**src/hdl/clt_pkg.sv**
```systemverilog
// ----------------------------------------------------------------------------
// clt_pkg
// Shared types, constants and byte classification functions for the
// C-like token lexer.
// ----------------------------------------------------------------------------
package clt_pkg;

    // Text size and the resulting saturation point of byte positions.
    localparam int TEXT_BYTES  = 65536;
    localparam int POS_MAX_INT = (TEXT_BYTES - 1 < 65535) ? TEXT_BYTES - 1 : 65535;
    localparam logic [15:0] POS_MAX = 16'(POS_MAX_INT);
    localparam logic [15:0] CNT_MAX = 16'hFFFF;

    // Depth of the queue between front and back end.
    localparam int QUEUE_DEPTH = 4;
    localparam int QPTR_W      = $clog2(QUEUE_DEPTH);

    // Largest number of tokens that one byte can cause.
    localparam int MAX_TOKENS = 3;

    // Token kinds.
    typedef logic [4:0] kind_t;
    localparam kind_t K_END     = 5'd0;
    localparam kind_t K_IDENT   = 5'd18;
    localparam kind_t K_NUMBER  = 5'd19;
    localparam kind_t K_INVALID = 5'd20;

    // Character codes used by the scanner.
    localparam logic [7:0] CH_NUL   = 8'h00;
    localparam logic [7:0] CH_TAB   = 8'h09;
    localparam logic [7:0] CH_LF    = 8'h0A;
    localparam logic [7:0] CH_CR    = 8'h0D;
    localparam logic [7:0] CH_SPACE = 8'h20;
    localparam logic [7:0] CH_QUOTE = 8'h22;
    localparam logic [7:0] CH_DOT   = 8'h2E;
    localparam logic [7:0] CH_BSL   = 8'h5C;
    localparam logic [7:0] CH_UNDER = 8'h5F;

    // Scanner modes.
    typedef enum logic [2:0] {
        MODE_IDLE,
        MODE_IDENT,
        MODE_NUMBER,
        MODE_STRING,
        MODE_ESCAPE,
        MODE_SWALLOW
    } mode_t;

    // One token as it leaves the block.
    typedef struct packed {
        kind_t       kind;
        logic [15:0] offset;
        logic [15:0] size;
        logic [15:0] line;
    } token_t;

    // All tokens caused by one byte, in order.
    typedef struct packed {
        token_t [MAX_TOKENS-1:0] tok;
        logic [1:0]              count;
    } entry_t;

    // Push side of the queue.
    typedef struct packed {
        logic   valid;
        entry_t entry;
    } push_t;

    // Head of the queue as seen by the back end.
    typedef struct packed {
        logic   valid;
        entry_t entry;
    } head_t;

    function automatic logic is_letter(input logic [7:0] b);
        return (b >= 8'h61 && b <= 8'h7A) || (b >= 8'h41 && b <= 8'h5A);
    endfunction

    function automatic logic is_digit(input logic [7:0] b);
        return b >= 8'h30 && b <= 8'h39;
    endfunction

    // One-byte punctuation tokens; zero means the byte is not punctuation.
    function automatic kind_t punct_kind(input logic [7:0] b);
        kind_t k;
        case (b)
            8'h3B:   k = 5'd1;   // semicolon
            8'h3A:   k = 5'd2;   // colon
            8'h7B:   k = 5'd3;   // open brace
            8'h7D:   k = 5'd4;   // close brace
            8'h28:   k = 5'd5;   // open paren
            8'h29:   k = 5'd6;   // close paren
            8'h5B:   k = 5'd7;   // open bracket
            8'h5D:   k = 5'd8;   // close bracket
            8'h2C:   k = 5'd9;   // comma
            8'h3C:   k = 5'd10;  // less than
            8'h3E:   k = 5'd11;  // greater than
            8'h23:   k = 5'd12;  // hash
            8'h21:   k = 5'd13;  // bang
            8'h3D:   k = 5'd14;  // equals
            8'h5C:   k = 5'd15;  // backslash
            8'h7C:   k = 5'd16;  // pipe
            8'h2A:   k = 5'd17;  // star
            default: k = K_END;
        endcase
        return k;
    endfunction

endpackage

```
**src/hdl/clt_if.sv**
```systemverilog
// ----------------------------------------------------------------------------
// clt_byte_if / clt_token_if
// Valid/ready channels for text bytes in and tokens out.
// ----------------------------------------------------------------------------
interface clt_byte_if;
    logic       valid;
    logic       ready;
    logic [7:0] text_byte;
    logic       end_of_text;

    modport source (output valid, output text_byte, output end_of_text, input ready);
    modport sink   (input valid, input text_byte, input end_of_text, output ready);
endinterface

interface clt_token_if;
    logic        valid;
    logic        ready;
    logic [4:0]  token_kind;
    logic [15:0] token_offset;
    logic [15:0] token_size;
    logic [15:0] token_line;
    logic        run_last;

    modport source (output valid, output token_kind, output token_offset,
                    output token_size, output token_line, output run_last,
                    input ready);
    modport sink   (input valid, input token_kind, input token_offset,
                    input token_size, input token_line, input run_last,
                    output ready);
endinterface

```
**src/hdl/clt_front.sv**
```systemverilog
// ----------------------------------------------------------------------------
// clt_front
// Scanner front end: classifies each accepted byte, updates the scan state
// and gathers the tokens that the byte causes into one queue entry.
// ----------------------------------------------------------------------------
module clt_front (
    input  logic           clk,
    input  logic           rst_n,
    input  logic           in_fire,
    input  logic [7:0]     in_byte,
    input  logic           in_eot,
    output clt_pkg::push_t push
);
    import clt_pkg::*;

    mode_t       mode_reg, mode_next, mode_step;
    logic [15:0] start_off_reg, start_off_next, start_off_step;
    logic [15:0] run_len_reg, run_len_next, run_len_step;
    logic [15:0] pos_reg, pos_next, pos_step;
    logic [15:0] line_reg, line_next, line_step;
    logic [15:0] start_line_reg, start_line_next, start_line_step;

    logic        letter, digit, under, dot, is_ws, is_lf, is_nul, is_quote;
    kind_t       pk;
    logic        ident_cont, number_cont, run_ends, do_idle, own_invalid;
    logic [15:0] run_len_inc, pos_inc;

    token_t [3:0] cand;
    logic   [3:0] cand_v;
    entry_t       entry;

    // Byte classes.
    assign letter   = is_letter(in_byte);
    assign digit    = is_digit(in_byte);
    assign under    = in_byte == CH_UNDER;
    assign dot      = in_byte == CH_DOT;
    assign is_lf    = in_byte == CH_LF;
    assign is_nul   = in_byte == CH_NUL;
    assign is_quote = in_byte == CH_QUOTE;
    assign is_ws    = in_byte == CH_SPACE || in_byte == CH_TAB || in_byte == CH_CR;
    assign pk       = punct_kind(in_byte);

    assign ident_cont  = letter || digit || under || dot;
    assign number_cont = digit || dot;
    assign run_ends    = (mode_reg == MODE_IDENT && !ident_cont)
                      || (mode_reg == MODE_NUMBER && !number_cont);
    assign do_idle     = mode_reg == MODE_IDLE || run_ends;
    assign own_invalid = !(is_ws || is_lf || is_nul || pk != K_END || is_quote
                           || letter || under || digit);

    // Saturating increments.
    assign run_len_inc = (run_len_reg == CNT_MAX) ? CNT_MAX : run_len_reg + 16'd1;
    assign pos_inc     = (pos_reg >= POS_MAX) ? POS_MAX : pos_reg + 16'd1;

    // Next scan state for this byte.
    always_comb
    begin
        mode_step       = mode_reg;
        start_off_step  = start_off_reg;
        run_len_step    = run_len_reg;
        line_step       = line_reg;
        start_line_step = start_line_reg;
        pos_step        = pos_inc;
        if (do_idle)
        begin
            mode_step = MODE_IDLE;
            if (is_lf)
            begin
                line_step = (line_reg == CNT_MAX) ? CNT_MAX : line_reg + 16'd1;
            end
            else if (is_quote)
            begin
                mode_step       = MODE_STRING;
                start_off_step  = pos_inc;
                run_len_step    = 16'd0;
                start_line_step = line_reg;
            end
            else if (letter || under)
            begin
                mode_step       = MODE_IDENT;
                start_off_step  = pos_reg;
                run_len_step    = 16'd1;
                start_line_step = line_reg;
            end
            else if (digit)
            begin
                mode_step       = MODE_NUMBER;
                start_off_step  = pos_reg;
                run_len_step    = 16'd1;
                start_line_step = line_reg;
            end
            else if (own_invalid)
            begin
                mode_step = MODE_SWALLOW;
            end
        end
        else
        begin
            case (mode_reg)
                MODE_IDENT, MODE_NUMBER:
                begin
                    run_len_step = run_len_inc;
                end
                MODE_STRING:
                begin
                    if (is_quote)
                    begin
                        mode_step = MODE_IDLE;
                    end
                    else
                    begin
                        run_len_step = run_len_inc;
                        if (in_byte == CH_BSL)
                        begin
                            mode_step = MODE_ESCAPE;
                        end
                    end
                end
                MODE_ESCAPE:
                begin
                    run_len_step = run_len_inc;
                    mode_step    = MODE_STRING;
                end
                default:
                begin
                    mode_step = MODE_IDLE;
                end
            endcase
        end

        // End of text returns every register to its reset value.
        if (in_eot)
        begin
            mode_next       = MODE_IDLE;
            start_off_next  = 16'd0;
            run_len_next    = 16'd0;
            pos_next        = 16'd0;
            line_next       = 16'd0;
            start_line_next = 16'd0;
        end
        else
        begin
            mode_next       = mode_step;
            start_off_next  = start_off_step;
            run_len_next    = run_len_step;
            pos_next        = pos_step;
            line_next       = line_step;
            start_line_next = start_line_step;
        end
    end

    // Candidate tokens in emission order: the run that this byte closes, the
    // byte's own token, the run flushed at end of text and the end token.
    always_comb
    begin
        int unsigned n;
        n = 0;

        cand[0].kind   = (mode_reg == MODE_NUMBER) ? K_NUMBER : K_IDENT;
        cand[0].offset = start_off_reg;
        cand[0].size   = run_len_reg;
        cand[0].line   = start_line_reg;
        cand_v[0]      = run_ends || (mode_reg == MODE_STRING && is_quote);

        cand[1].kind   = is_nul ? K_END : (pk != K_END) ? pk : K_INVALID;
        cand[1].offset = pos_reg;
        cand[1].size   = 16'd1;
        cand[1].line   = line_reg;
        cand_v[1]      = do_idle && (is_nul || pk != K_END || own_invalid);

        cand[2].kind   = (mode_step == MODE_NUMBER) ? K_NUMBER : K_IDENT;
        cand[2].offset = start_off_step;
        cand[2].size   = run_len_step;
        cand[2].line   = start_line_step;
        cand_v[2]      = in_eot && (mode_step == MODE_IDENT || mode_step == MODE_NUMBER
                                    || mode_step == MODE_STRING || mode_step == MODE_ESCAPE);

        cand[3].kind   = K_END;
        cand[3].offset = pos_step;
        cand[3].size   = 16'd0;
        cand[3].line   = line_step;
        cand_v[3]      = in_eot;

        // Pack the valid candidates into the low slots.
        entry = '0;
        for (int i = 0; i < 4; i++)
        begin
            if (cand_v[i] && n < MAX_TOKENS)
            begin
                entry.tok[n[1:0]] = cand[i];
                n = n + 1;
            end
        end
        entry.count = n[1:0];
    end

    assign push.valid = in_fire && entry.count != 2'd0;
    assign push.entry = entry;

    // Scan state registers.
    always_ff @(posedge clk or negedge rst_n)
    begin
        if (!rst_n)
        begin
            mode_reg       <= MODE_IDLE;
            start_off_reg  <= 16'd0;
            run_len_reg    <= 16'd0;
            pos_reg        <= 16'd0;
            line_reg       <= 16'd0;
            start_line_reg <= 16'd0;
        end
        else if (in_fire)
        begin
            mode_reg       <= mode_next;
            start_off_reg  <= start_off_next;
            run_len_reg    <= run_len_next;
            pos_reg        <= pos_next;
            line_reg       <= line_next;
            start_line_reg <= start_line_next;
        end
    end

endmodule

```
**src/hdl/clt_queue.sv**
```systemverilog
// ----------------------------------------------------------------------------
// clt_queue
// Short register queue of token groups between front and back end.
// ----------------------------------------------------------------------------
module clt_queue (
    input  logic           clk,
    input  logic           rst_n,
    input  clt_pkg::push_t push,
    input  logic           pop,
    output logic           full,
    output clt_pkg::head_t head
);
    import clt_pkg::*;

    entry_t            slots_reg [QUEUE_DEPTH];
    logic [QPTR_W-1:0] wr_ptr_reg, wr_ptr_next;
    logic [QPTR_W-1:0] rd_ptr_reg, rd_ptr_next;
    logic [QPTR_W:0]   count_reg, count_next;
    logic              do_pop;

    assign full       = count_reg == (QPTR_W+1)'(QUEUE_DEPTH);
    assign head.valid = count_reg != '0;
    assign head.entry = slots_reg[rd_ptr_reg];
    assign do_pop     = pop && head.valid;

    // Pointer and fill count update.
    always_comb
    begin
        wr_ptr_next = push.valid ? wr_ptr_reg + 1'b1 : wr_ptr_reg;
        rd_ptr_next = do_pop ? rd_ptr_reg + 1'b1 : rd_ptr_reg;
        count_next  = count_reg + (QPTR_W+1)'(push.valid) - (QPTR_W+1)'(do_pop);
    end

    always_ff @(posedge clk or negedge rst_n)
    begin
        if (!rst_n)
        begin
            wr_ptr_reg <= '0;
            rd_ptr_reg <= '0;
            count_reg  <= '0;
        end
        else
        begin
            wr_ptr_reg <= wr_ptr_next;
            rd_ptr_reg <= rd_ptr_next;
            count_reg  <= count_next;
        end
    end

    // Storage needs no reset.
    always_ff @(posedge clk)
    begin
        if (push.valid)
        begin
            slots_reg[wr_ptr_reg] <= push.entry;
        end
    end

endmodule

```
**src/hdl/clt_back.sv**
```systemverilog
// ----------------------------------------------------------------------------
// clt_back
// Back end: hands out the tokens of the head entry one beat at a time and
// marks the last token of each byte.
// ----------------------------------------------------------------------------
module clt_back (
    input  logic             clk,
    input  logic             rst_n,
    input  clt_pkg::head_t   head,
    output logic             pop,
    output logic             out_valid,
    input  logic             out_ready,
    output clt_pkg::token_t  out_tok,
    output logic             out_last
);
    import clt_pkg::*;

    logic [1:0] sub_reg, sub_next;
    logic       fire;

    assign out_valid = head.valid;
    assign out_tok   = head.entry.tok[sub_reg];
    assign out_last  = sub_reg == head.entry.count - 2'd1;
    assign fire      = out_valid && out_ready;
    assign pop       = fire && out_last;

    // Token index within the head entry.
    always_comb
    begin
        if (pop)
        begin
            sub_next = 2'd0;
        end
        else if (fire)
        begin
            sub_next = sub_reg + 2'd1;
        end
        else
        begin
            sub_next = sub_reg;
        end
    end

    always_ff @(posedge clk or negedge rst_n)
    begin
        if (!rst_n)
        begin
            sub_reg <= 2'd0;
        end
        else
        begin
            sub_reg <= sub_next;
        end
    end

endmodule

```
**src/hdl/c_like_token_lexer.sv**
```systemverilog
// ----------------------------------------------------------------------------
// c_like_token_lexer
// Streaming lexer that cuts C-like source text into tokens.
// ----------------------------------------------------------------------------
// Usage:
//   text  : one source byte per beat with an end-of-text flag on the final
//           byte of a text.  The next beat after end of text starts a new text.
//   token : one token per beat (kind, offset, size, line) with run_last set
//           on the last token caused by one input byte.
// A byte may cause zero to three tokens.  The front end handles one byte per
// cycle while the queue is not full and writes its tokens as one group into
// a four-entry queue; the back end drains one token per cycle while the
// receiver is ready.  Throughput is one byte per cycle while each byte yields
// at most one token and the receiver is ready; a byte with two or three
// tokens holds the output port until all are taken, and the queue absorbs
// bursts.  When the receiver stalls, the queue fills and text.ready drops
// once all four entries hold tokens; bytes with no token never occupy an
// entry.  Reset clears scan state and empties the queue at once; no sweep.
// ----------------------------------------------------------------------------
module c_like_token_lexer (
    input  logic               clk,
    input  logic               rst_n,
    clt_byte_if.sink           text,
    clt_token_if.source        token
);
    import clt_pkg::*;

    push_t  push;
    head_t  head;
    token_t out_tok;
    logic   full, pop, in_fire;

    assign text.ready = !full;
    assign in_fire    = text.valid && !full;

    clt_front u_front (
        .clk     (clk),
        .rst_n   (rst_n),
        .in_fire (in_fire),
        .in_byte (text.text_byte),
        .in_eot  (text.end_of_text),
        .push    (push)
    );

    clt_queue u_queue (
        .clk   (clk),
        .rst_n (rst_n),
        .push  (push),
        .pop   (pop),
        .full  (full),
        .head  (head)
    );

    clt_back u_back (
        .clk       (clk),
        .rst_n     (rst_n),
        .head      (head),
        .pop       (pop),
        .out_valid (token.valid),
        .out_ready (token.ready),
        .out_tok   (out_tok),
        .out_last  (token.run_last)
    );

    assign token.token_kind   = out_tok.kind;
    assign token.token_offset = out_tok.offset;
    assign token.token_size   = out_tok.size;
    assign token.token_line   = out_tok.line;

endmodule

```
**src/flat_wrapper.sv**
```systemverilog
// flat-port wrapper written by rule: the top's interface ports become plain ports
module c_like_token_lexer_flat import clt_pkg::*;
  (clk, rst_n, text_valid, text_text_byte, text_end_of_text, text_ready, token_valid, token_token_kind, token_token_offset, token_token_size, token_token_line, token_run_last, token_ready);
  clt_byte_if text_i ();
  clt_token_if token_i ();
  input  logic clk;
  input  logic rst_n;
  input wire logic [$bits(text_i.valid)-1:0] text_valid;
  input wire logic [$bits(text_i.text_byte)-1:0] text_text_byte;
  input wire logic [$bits(text_i.end_of_text)-1:0] text_end_of_text;
  output wire logic [$bits(text_i.ready)-1:0] text_ready;
  output wire logic [$bits(token_i.valid)-1:0] token_valid;
  output wire logic [$bits(token_i.token_kind)-1:0] token_token_kind;
  output wire logic [$bits(token_i.token_offset)-1:0] token_token_offset;
  output wire logic [$bits(token_i.token_size)-1:0] token_token_size;
  output wire logic [$bits(token_i.token_line)-1:0] token_token_line;
  output wire logic [$bits(token_i.run_last)-1:0] token_run_last;
  input wire logic [$bits(token_i.ready)-1:0] token_ready;
  assign text_i.valid = text_valid;
  assign text_i.text_byte = text_text_byte;
  assign text_i.end_of_text = text_end_of_text;
  assign text_ready = text_i.ready;
  assign token_valid = token_i.valid;
  assign token_token_kind = token_i.token_kind;
  assign token_token_offset = token_i.token_offset;
  assign token_token_size = token_i.token_size;
  assign token_token_line = token_i.token_line;
  assign token_run_last = token_i.run_last;
  assign token_i.ready = token_ready;
  c_like_token_lexer u_core (.clk(clk), .rst_n(rst_n), .text(text_i), .token(token_i));
endmodule
```
**config.mk**
```make
export PLATFORM = sky130hd
export DESIGN_NAME = c_like_token_lexer_flat
export DESIGN_NICKNAME = d
export VERILOG_FILES = /design/src/hdl/clt_pkg.sv /design/src/hdl/clt_if.sv /design/src/hdl/clt_front.sv /design/src/hdl/clt_queue.sv /design/src/hdl/clt_back.sv /design/src/hdl/c_like_token_lexer.sv /design/src/flat_wrapper.sv
export SDC_FILE = /design/constraint.sdc
export NUM_CORES = 1
export LEC_CHECK = 0
export BUFFER_PORTS_ARGS = -buffer_cell sky130_fd_sc_hd__buf_2
export CAP_MARGIN = 20
export CORE_MARGIN = 5
export CORE_UTILIZATION = 55
export DETAILED_ROUTE_END_ITERATION = 10
export GPL_TIMING_DRIVEN = 0
export PLACE_DENSITY = 0.81
export SYNTH_ARGS = -nofsm -noshare
export SYNTH_HDL_FRONTEND = slang
export SYNTH_SLANG_ARGS = --single-unit
```
**constraint.sdc**
```tcl
create_clock -name clk -period 10.2 [get_ports clk]
set_clock_uncertainty 0.1 [all_clocks]
set_input_delay 0.51 -clock clk [delete_from_list [all_inputs] [get_ports clk]]
set_output_delay 0.51 -clock clk [all_outputs]
set_load 0.005 [all_outputs]
```
======== Word-level counts from Yosys, hierarchy flattened ========
Memories as Yosys holds them, arrays and structs flattened.
Index checks and enable logic that the tools add are counted.
storage, ports and cells
  bits in registers ....................... 92
  latch bits .............................. 0
  memory bits (writable) .................. 644
  memory bits (read-only) ................. 0
  input port bits ......................... 13
  word-level logic and storage cells ...... 195
  memories kept ........................... 1
memory list
  memory                    words  bits a word  rd ports  clocked after Yosys merged registers in  write ports  RTL line         text
  u_core.u_queue.slots_reg  4      161          1         0                                        1            clt_queue.sv:15  entry_t slots_reg [QUEUE_DEPTH];
cells by class
  add/sub/neg operators ................... 12
  $mul .................................... 0
  divide/modulo/power cells ............... 0
  order comparisons ....................... 17
  equal/unequal tests ..................... 36
  shift operators ......................... 0
  muxes and demuxes ....................... 65
  bitwise logic cells ..................... 0
  reduce and logical (&&, ||, !) cells .... 54
operators with widths
  kind                                                                                  count
  159-bit bitwise mux                                                                   3
  159-bit two-way mux                                                                   3
  16-bit two-way mux                                                                    26
  53-bit demux with 2-bit select                                                        3
  53-bit two-way mux                                                                    5
  8-bit by 6-bit equality test with 1-bit output (second input constant)                14
  53-bit binary-select mux with 2-bit select                                            1
  32-bit by 2-bit < comparator with 1-bit output (second input constant)                3
  5-bit case mux with 17 select lines                                                   1
  32-bit by 1-bit adder with 32-bit output (second input constant)                      2
  32-bit two-way mux                                                                    2
  8-bit by 7-bit equality test with 1-bit output (second input constant)                7
  16-bit by 1-bit adder with 16-bit output (second input constant)                      3
  16-bit equality test (second input constant)                                          2
  16-bit case mux with 2 select lines                                                   1
  3-bit two-way mux                                                                     9
  8-bit by 4-bit equality test with 1-bit output (second input constant)                3
  1-bit logical OR                                                                      23
  1-bit logical AND                                                                     19
  16-bit greater-or-equal comparator (second input constant)                            1
  8-bit by 7-bit greater-or-equal comparator with 1-bit output (second input constant)  2
  8-bit by 7-bit <= comparator with 1-bit output (second input constant)                2
  3-bit by 2-bit equality test with 1-bit output (second input constant)                4
  2-bit by 3-bit < comparator with 1-bit output (second input constant)                 4
  22 further kinds                                                                      41

======== Longest topological paths before layout ========
  depth in word-level cells ............... 30
  depth in mapped cells ................... 24
  mapped depth without buffers ............ 20

======== Hierarchy ========
Synthesis repeated with hierarchy kept, for this count alone.
second synthesis, totals
  cell total of the unflattened synthesis .. 2250
  area, all modules ....................... 33592.2 um^2
modules (own cells, without submodules)
  module              times used  cells each  area an instance (um^2)  seq. area each (um^2)
  clt_queue           1           876         23595.1                  19513.7
  clt_front           1           1178        8710.9                   2077.0
  clt_back            1           194         1276.2                   50.0
  c_like_token_lexer  1           2           10.0                     0.0

======== Worst setup path after synthesis ========
No wires, ideal clock.
  kind .................................... input to register
  start point ............................. in text_text_byte[3]
  end point ............................... mem u_core.u_queue.slots_reg[0][0] (netlist name), enable pin
  setup time .............................. 0.537 ns
  data arrival time ....................... 7.715 ns
  data required time ...................... 9.563 ns
  setup slack ............................. 1.849 ns
  cell stages on the path ................. 16
  path through ............................ buf_6 or4_4 o211ai_4 a211o_2 nand2_1 nand2_1 clkbuf_1 clkbuf_1 ha_1 clkbuf_1 nand3_1 o21ai_0 inv_1 ha_1 a311oi_4 and2_1
on the way
  word-level cells in the longest chain between the ends .. 30
ends and longest elaborated chain
  what                                                                                     RTL line           text
  start: declaration                                                                       flat_wrapper.sv:9  input wire logic [$bits(text_i.text_byte)-1:0] text_text_byte;
  branches (longest 22 deep; another with 32-bit by 2-bit < comparator with 1-bit output)  n/a
  32-bit two-way mux (*)                                                                   clt_front.sv:188   if (cand_v[i] && n < MAX_TOKENS)
  32-bit by 2-bit < comparator with 1-bit output                                           clt_front.sv:188
  1-bit logical AND                                                                        clt_front.sv:188
  2-bit two-way mux (*)                                                                    clt_front.sv:188
  2-bit nonzero test (*)                                                                   clt_front.sv:197   assign push.valid = in_fire && entry.count != 2'd0;
  1-bit logical AND (*)                                                                    clt_front.sv:197
  1-bit two-way mux (*)                                                                    clt_queue.sv:53    if (push.valid)
  1-bit two-way mux (implied by the code) (*)                                              clt_queue.sv:55    slots_reg[wr_ptr_reg] <= push.entry;
  end: declaration                                                                         clt_queue.sv:15
Every way passes the cells marked *.

======== Worst setup path in the final report ========
  start point ............................. reg u_core.u_front.mode_reg[0]
  end point ............................... mem u_core.u_queue.slots_reg[3][86] (netlist name), enable pin
on the way
  word-level cells in the longest chain between the ends .. 19
ends and longest elaborated chain
  what                                                                                     RTL line          text
  start: declaration                                                                       clt_front.sv:16   mode_t mode_reg, mode_next, mode_step;
  start signal: assignment                                                                 clt_front.sv:214  mode_reg <= mode_next;
  branches (longest 11 deep; another with 32-bit by 2-bit < comparator with 1-bit output)  n/a
  32-bit two-way mux (*)                                                                   clt_front.sv:188
  32-bit by 2-bit < comparator with 1-bit output                                           clt_front.sv:188
  1-bit logical AND                                                                        clt_front.sv:188
  2-bit two-way mux (*)                                                                    clt_front.sv:188
  2-bit nonzero test (*)                                                                   clt_front.sv:197
  1-bit logical AND (*)                                                                    clt_front.sv:197
  1-bit two-way mux (*)                                                                    clt_queue.sv:53
  1-bit two-way mux (implied by the code) (*)                                              clt_queue.sv:55
Marks and branches as above.

==> impl_metrics.prom <==
# TYPE chip_impl_metric gauge
chip_impl_info{name="status",value="finished clean"} 1
chip_impl_metric{name="number_of_antenna_violations_at_the_first_check_in_global_routing",unit=""} 5
chip_impl_metric{name="synth_edf_count",unit=""} 632
chip_impl_metric{name="async_flop_share",unit=""} 0.127
chip_impl_metric{name="synth_top_cell_area_share",unit=""} 0.578
chip_impl_metric{name="max-cap-violations",unit=""} 0
chip_impl_metric{name="max-slew-margin-rel",unit=""} 0.239
chip_impl_metric{name="drt_iter0_drc",unit=""} 2964
chip_impl_info{name="critical_path_class",value="flop to flop"} 1
chip_impl_metric{name="num_rows",unit=""} 89
chip_impl_metric{name="floorplan.die_area",unit="um^2"} 64700
chip_impl_info{name="layout_common_cells",value="edfxtp_1 (632), nand2_1 (225), o21ai_0 (168), mux4_2 (158), clkbuf_1 (121)"} 1
chip_impl_info{name="whs_endpoint",value="u_core.u_back.sub_reg[0]"} 1
chip_impl_metric{name="pin_count_of_the_biggest_net_entering_global_routing",unit=""} 60
chip_impl_metric{name="fillCellCount",unit=""} 4173
chip_impl_info{name="globalRoute.busiestLayer",value="met2"} 1
chip_impl_metric{name="layout.nets",unit=""} 2455
chip_impl_metric{name="yosys_warnings",unit=""} 0
chip_impl_metric{name="vdd_drop_max",unit="uV"} 194
chip_impl_metric{name="multiInputGateArea",unit="um^2"} 10700
chip_impl_metric{name="grt_use_met3",unit=""} 0.0633
chip_impl_metric{name="routabilityCongestion",unit=""} 0.992
chip_impl_metric{name="required",unit="ns"} 10.37
chip_impl_metric{name="tightestPinTransition",unit="ns"} 1.14
chip_impl_info{name="synth-main-ff-cell",value="edfxtp_1"} 1
chip_impl_metric{name="hold_viol",unit=""} 0
chip_impl_metric{name="first_global_vias",unit=""} 22200
chip_impl_metric{name="cts_buffers",unit=""} 75
chip_impl_metric{name="cts.path.max_buffers",unit=""} 3
chip_impl_info{name="r2r-end",value="u_core.u_queue.slots_reg[3][86]"} 1
chip_impl_metric{name="global_route_met1_usage",unit=""} 0.384
chip_impl_metric{name="synth_sequential_area_ratio",unit=""} 0.648
chip_impl_metric{name="setup_viol_count_final",unit=""} 0
chip_impl_metric{name="groute.layer.met2.usage",unit=""} 0.463
chip_impl_metric{name="dr.pass1.iters",unit=""} 6
chip_impl_info{name="rr_startpoint",value="u_core.u_front.mode_reg[0]"} 1
chip_impl_metric{name="fin_hold_ws",unit="ns"} 0.194
chip_impl_metric{name="gr-total-overflow",unit=""} 0
chip_impl_metric{name="cts_resized",unit=""} 0
chip_impl_info{name="unrepaired_setup_endpoints_after_global_routing",value="no"} 1
chip_impl_metric{name="grt_pass1_wl",unit="mm"} 138
chip_impl_metric{name="path_max_fanout",unit=""} 59
chip_impl_metric{name="hold-path-cell-count",unit=""} 4
chip_impl_metric{name="ff_latch_area",unit="um^2"} 21300
chip_impl_metric{name="chipWidth",unit="um"} 254
chip_impl_metric{name="timing.reg2reg.setup_slack",unit="ns"} 2.62
chip_impl_metric{name="seq_cells_post_synth",unit=""} 724
chip_impl_info{name="hold_path_startpoint",value="token_ready"} 1
chip_impl_metric{name="syn_to_final_growth",unit="%"} 12.8
chip_impl_metric{name="power_leakage",unit="nW"} 12.4
chip_impl_metric{name="synth.avg_cell_area",unit="um^2"} 14.5
chip_impl_metric{name="fp.coreArea",unit="um^2"} 59100
chip_impl_metric{name="dr_total_vias",unit=""} 22100
chip_impl_metric{name="worst_slack",unit="ns"} 2.62
chip_impl_metric{name="finalMaxSlewViolations",unit=""} 0
chip_impl_metric{name="io_buffer_count",unit=""} 65
chip_impl_info{name="critical_path.startpoint_type",value="flop"} 1
chip_impl_metric{name="avgRoutedWirePerCell",unit="um"} 28.2
chip_impl_metric{name="fp.dieH",unit="um"} 254
chip_impl_metric{name="hpwl_detailed",unit="mm"} 59.7
chip_impl_metric{name="final_layout_size_suffix_gt1_frac",unit=""} 0.181
chip_impl_metric{name="netlist_area_before_placement",unit="um^2"} 32900
chip_impl_info{name="yosysTopAreaCell",value="edfxtp_1"} 1
chip_impl_metric{name="largest_reg_flops",unit=""} 632
chip_impl_metric{name="drcViolationCount",unit=""} 0
chip_impl_info{name="tritoncts",value="built"} 1
chip_impl_info{name="final_common_cell",value="edfxtp_1"} 1
chip_impl_info{name="synthTopCellsByArea",value="edfxtp_1 (58%), mux4_2 (11%), dfrtp_1 (7.0%)"} 1
chip_impl_metric{name="final.period_utilization",unit=""} 0.743
chip_impl_metric{name="dp_slack",unit="ns"} 2.41
chip_impl_info{name="worstHoldPathType",value="input pin to flop"} 1
chip_impl_metric{name="clkSinkCount",unit=""} 724
chip_impl_metric{name="post_synth_inst_count",unit=""} 2264
chip_impl_metric{name="drt_antenna_net_count",unit=""} 0
chip_impl_metric{name="number_of_unique_standard_cell_types_used_by_synthesis",unit=""} 96
chip_impl_metric{name="timing.final.crit_period",unit="ns"} 7.58
chip_impl_metric{name="r2r.worst_path.cells",unit=""} 17
chip_impl_metric{name="clock_insertion_delay_worst_skew",unit="ns"} 0.63
chip_impl_metric{name="total_routing_resource_utilization_after_global_routing",unit=""} 0.285
chip_impl_info{name="endpoint_kind",value="flop"} 1
chip_impl_metric{name="start_util",unit=""} 0.556
chip_impl_metric{name="drt-total-wl",unit="mm"} 92.2
chip_impl_metric{name="worst-endpoint-arrival",unit="ns"} 7.75
chip_impl_metric{name="p_per_area",unit="nW/um^2"} 323
chip_impl_metric{name="postCtsHoldBufs",unit=""} 1
chip_impl_metric{name="cts.htree.levels",unit=""} 3
chip_impl_metric{name="postCtsSetupBuffers",unit=""} 0
chip_impl_info{name="clock-root-buffer",value="clkbuf_16"} 1
chip_impl_metric{name="ioPinCount",unit=""} 69
chip_impl_metric{name="synth.net_count",unit=""} 2293
chip_impl_metric{name="via_per_inst",unit=""} 6.77
chip_impl_metric{name="clk_transition_reported_paths",unit="ns"} 0.07
chip_impl_metric{name="fmaxAchievable",unit="GHz"} 0.132
chip_impl_metric{name="finish.utilization",unit=""} 0.627
chip_impl_metric{name="setup_tns",unit="ns"} 0
[kinds of logic (layout without fill, tap and decap cells)]
logic type	Yosys count	count (layout)	share of synthesized area
AOI/OAI and AO/OA	494	494	0.0968
xor gates and xnor gates	18	18	0.00480
adders and majority gates	16	16	0.00632
buffers and inverters	214	439	0.0270
DFF	724	724	0.648
muxes	246	246	0.135
other	0	1	0
and+or+nand+nor	552	552	0.0822
[worst max path at each step]
| stage | cells after the start | startpoint | slack [ns] | to |
|---|---|---|---|---|
| after floorplan | 16 | text_text_byte[3] | 1.85 | u_core.u_queue.slots_reg[0][0] |
| after global placement | 18 | text_text_byte[2] | -2.80 | u_core.u_queue.slots_reg[0][86] |
| after detailed placement | 19 | text_text_byte[2] | 2.41 | u_core.u_queue.slots_reg[3][139] |
| after CTS | 17 | u_core.u_front.mode_reg[0] | 2.84 | u_core.u_queue.slots_reg[2][86] |
| after global routing | 17 | u_core.u_front.mode_reg[0] | 2.42 | u_core.u_queue.slots_reg[3][86] |
| final | 17 | u_core.u_front.mode_reg[0] | 2.62 | u_core.u_queue.slots_reg[3][86] |
[cells in the mapped netlist (30+ instances only)]
cell      instances
dfrtp_1          92
nand3_1          52
inv_1            37
nor3_1           30
clkbuf_1        104
nor2_1           90
edfxtp_1        632
buf_1            32
o21ai_0         168
a22oi_1          43
a21oi_1          68
a31oi_1          40
nand2_1         225
mux4_2          158
buf_2            33
and2_1           31
mux2i_1          82
o22ai_1          45
[through the flow]
stage / instance area, um^2 / std cells / total power [mW]
after CTS: 37000 / 3257 / 11.9
after detailed placement: 34500 / 3116 / 9.11
after global placement: 34200 / 3102 / 9.03
after global routing: 37100 / 3263 / 12.5
final: 37100 / 3263 / 12.0
after floorplan: 32900 / 2264 / 7.39
[critical path: stages (launching register included)]
cell      delay [ns]
dfrtp_1         0.36
buf_2           0.18
xor2_1          0.16
nand2b_1        0.11
a311oi_1        0.60
nand2_1         0.23
nand2_1         0.36
clkbuf_1        0.52
clkbuf_1        0.68
ha_1            0.33
clkbuf_1        0.36
nand3_1         0.58
o21ai_0         0.35
inv_1           0.09
ha_1            0.35
a311oi_4        0.56
and2_4          0.80
buf_16          0.37
[metal layers]
metal	vias up	routed length, um
li1	9233	-
met3	267	8540
met4	6	3950
met2	1384	44600
met1	11200	35000
met5	-	41
[final cells by class]
cell class                 instances  share of cell area
antenna                            1           0.0000675
sequential                       724               0.574
multi-input combinational       1326               0.289
clock buffer                      98              0.0552
buffer                           176              0.0201
clock inverter                    42              0.0124
inverter                          38             0.00385
tap                              773              0.0261
timing repair buffer              85              0.0193
[where the power goes]
| part | total [mW] | switching [mW] | internal [mW] | leakage, nW |
|---|---|---|---|---|
| Combinational | 4.65 | 3.00 | 1.65 | 4.06 |
| Clock | 2.78 | 1.15 | 1.63 | 1.21 |
| Sequential | 4.54 | 0.223 | 4.32 | 7.18 |
| Total | 12.0 | 4.37 | 7.60 | 12.4 |
(Power assumes the default switching activity.)
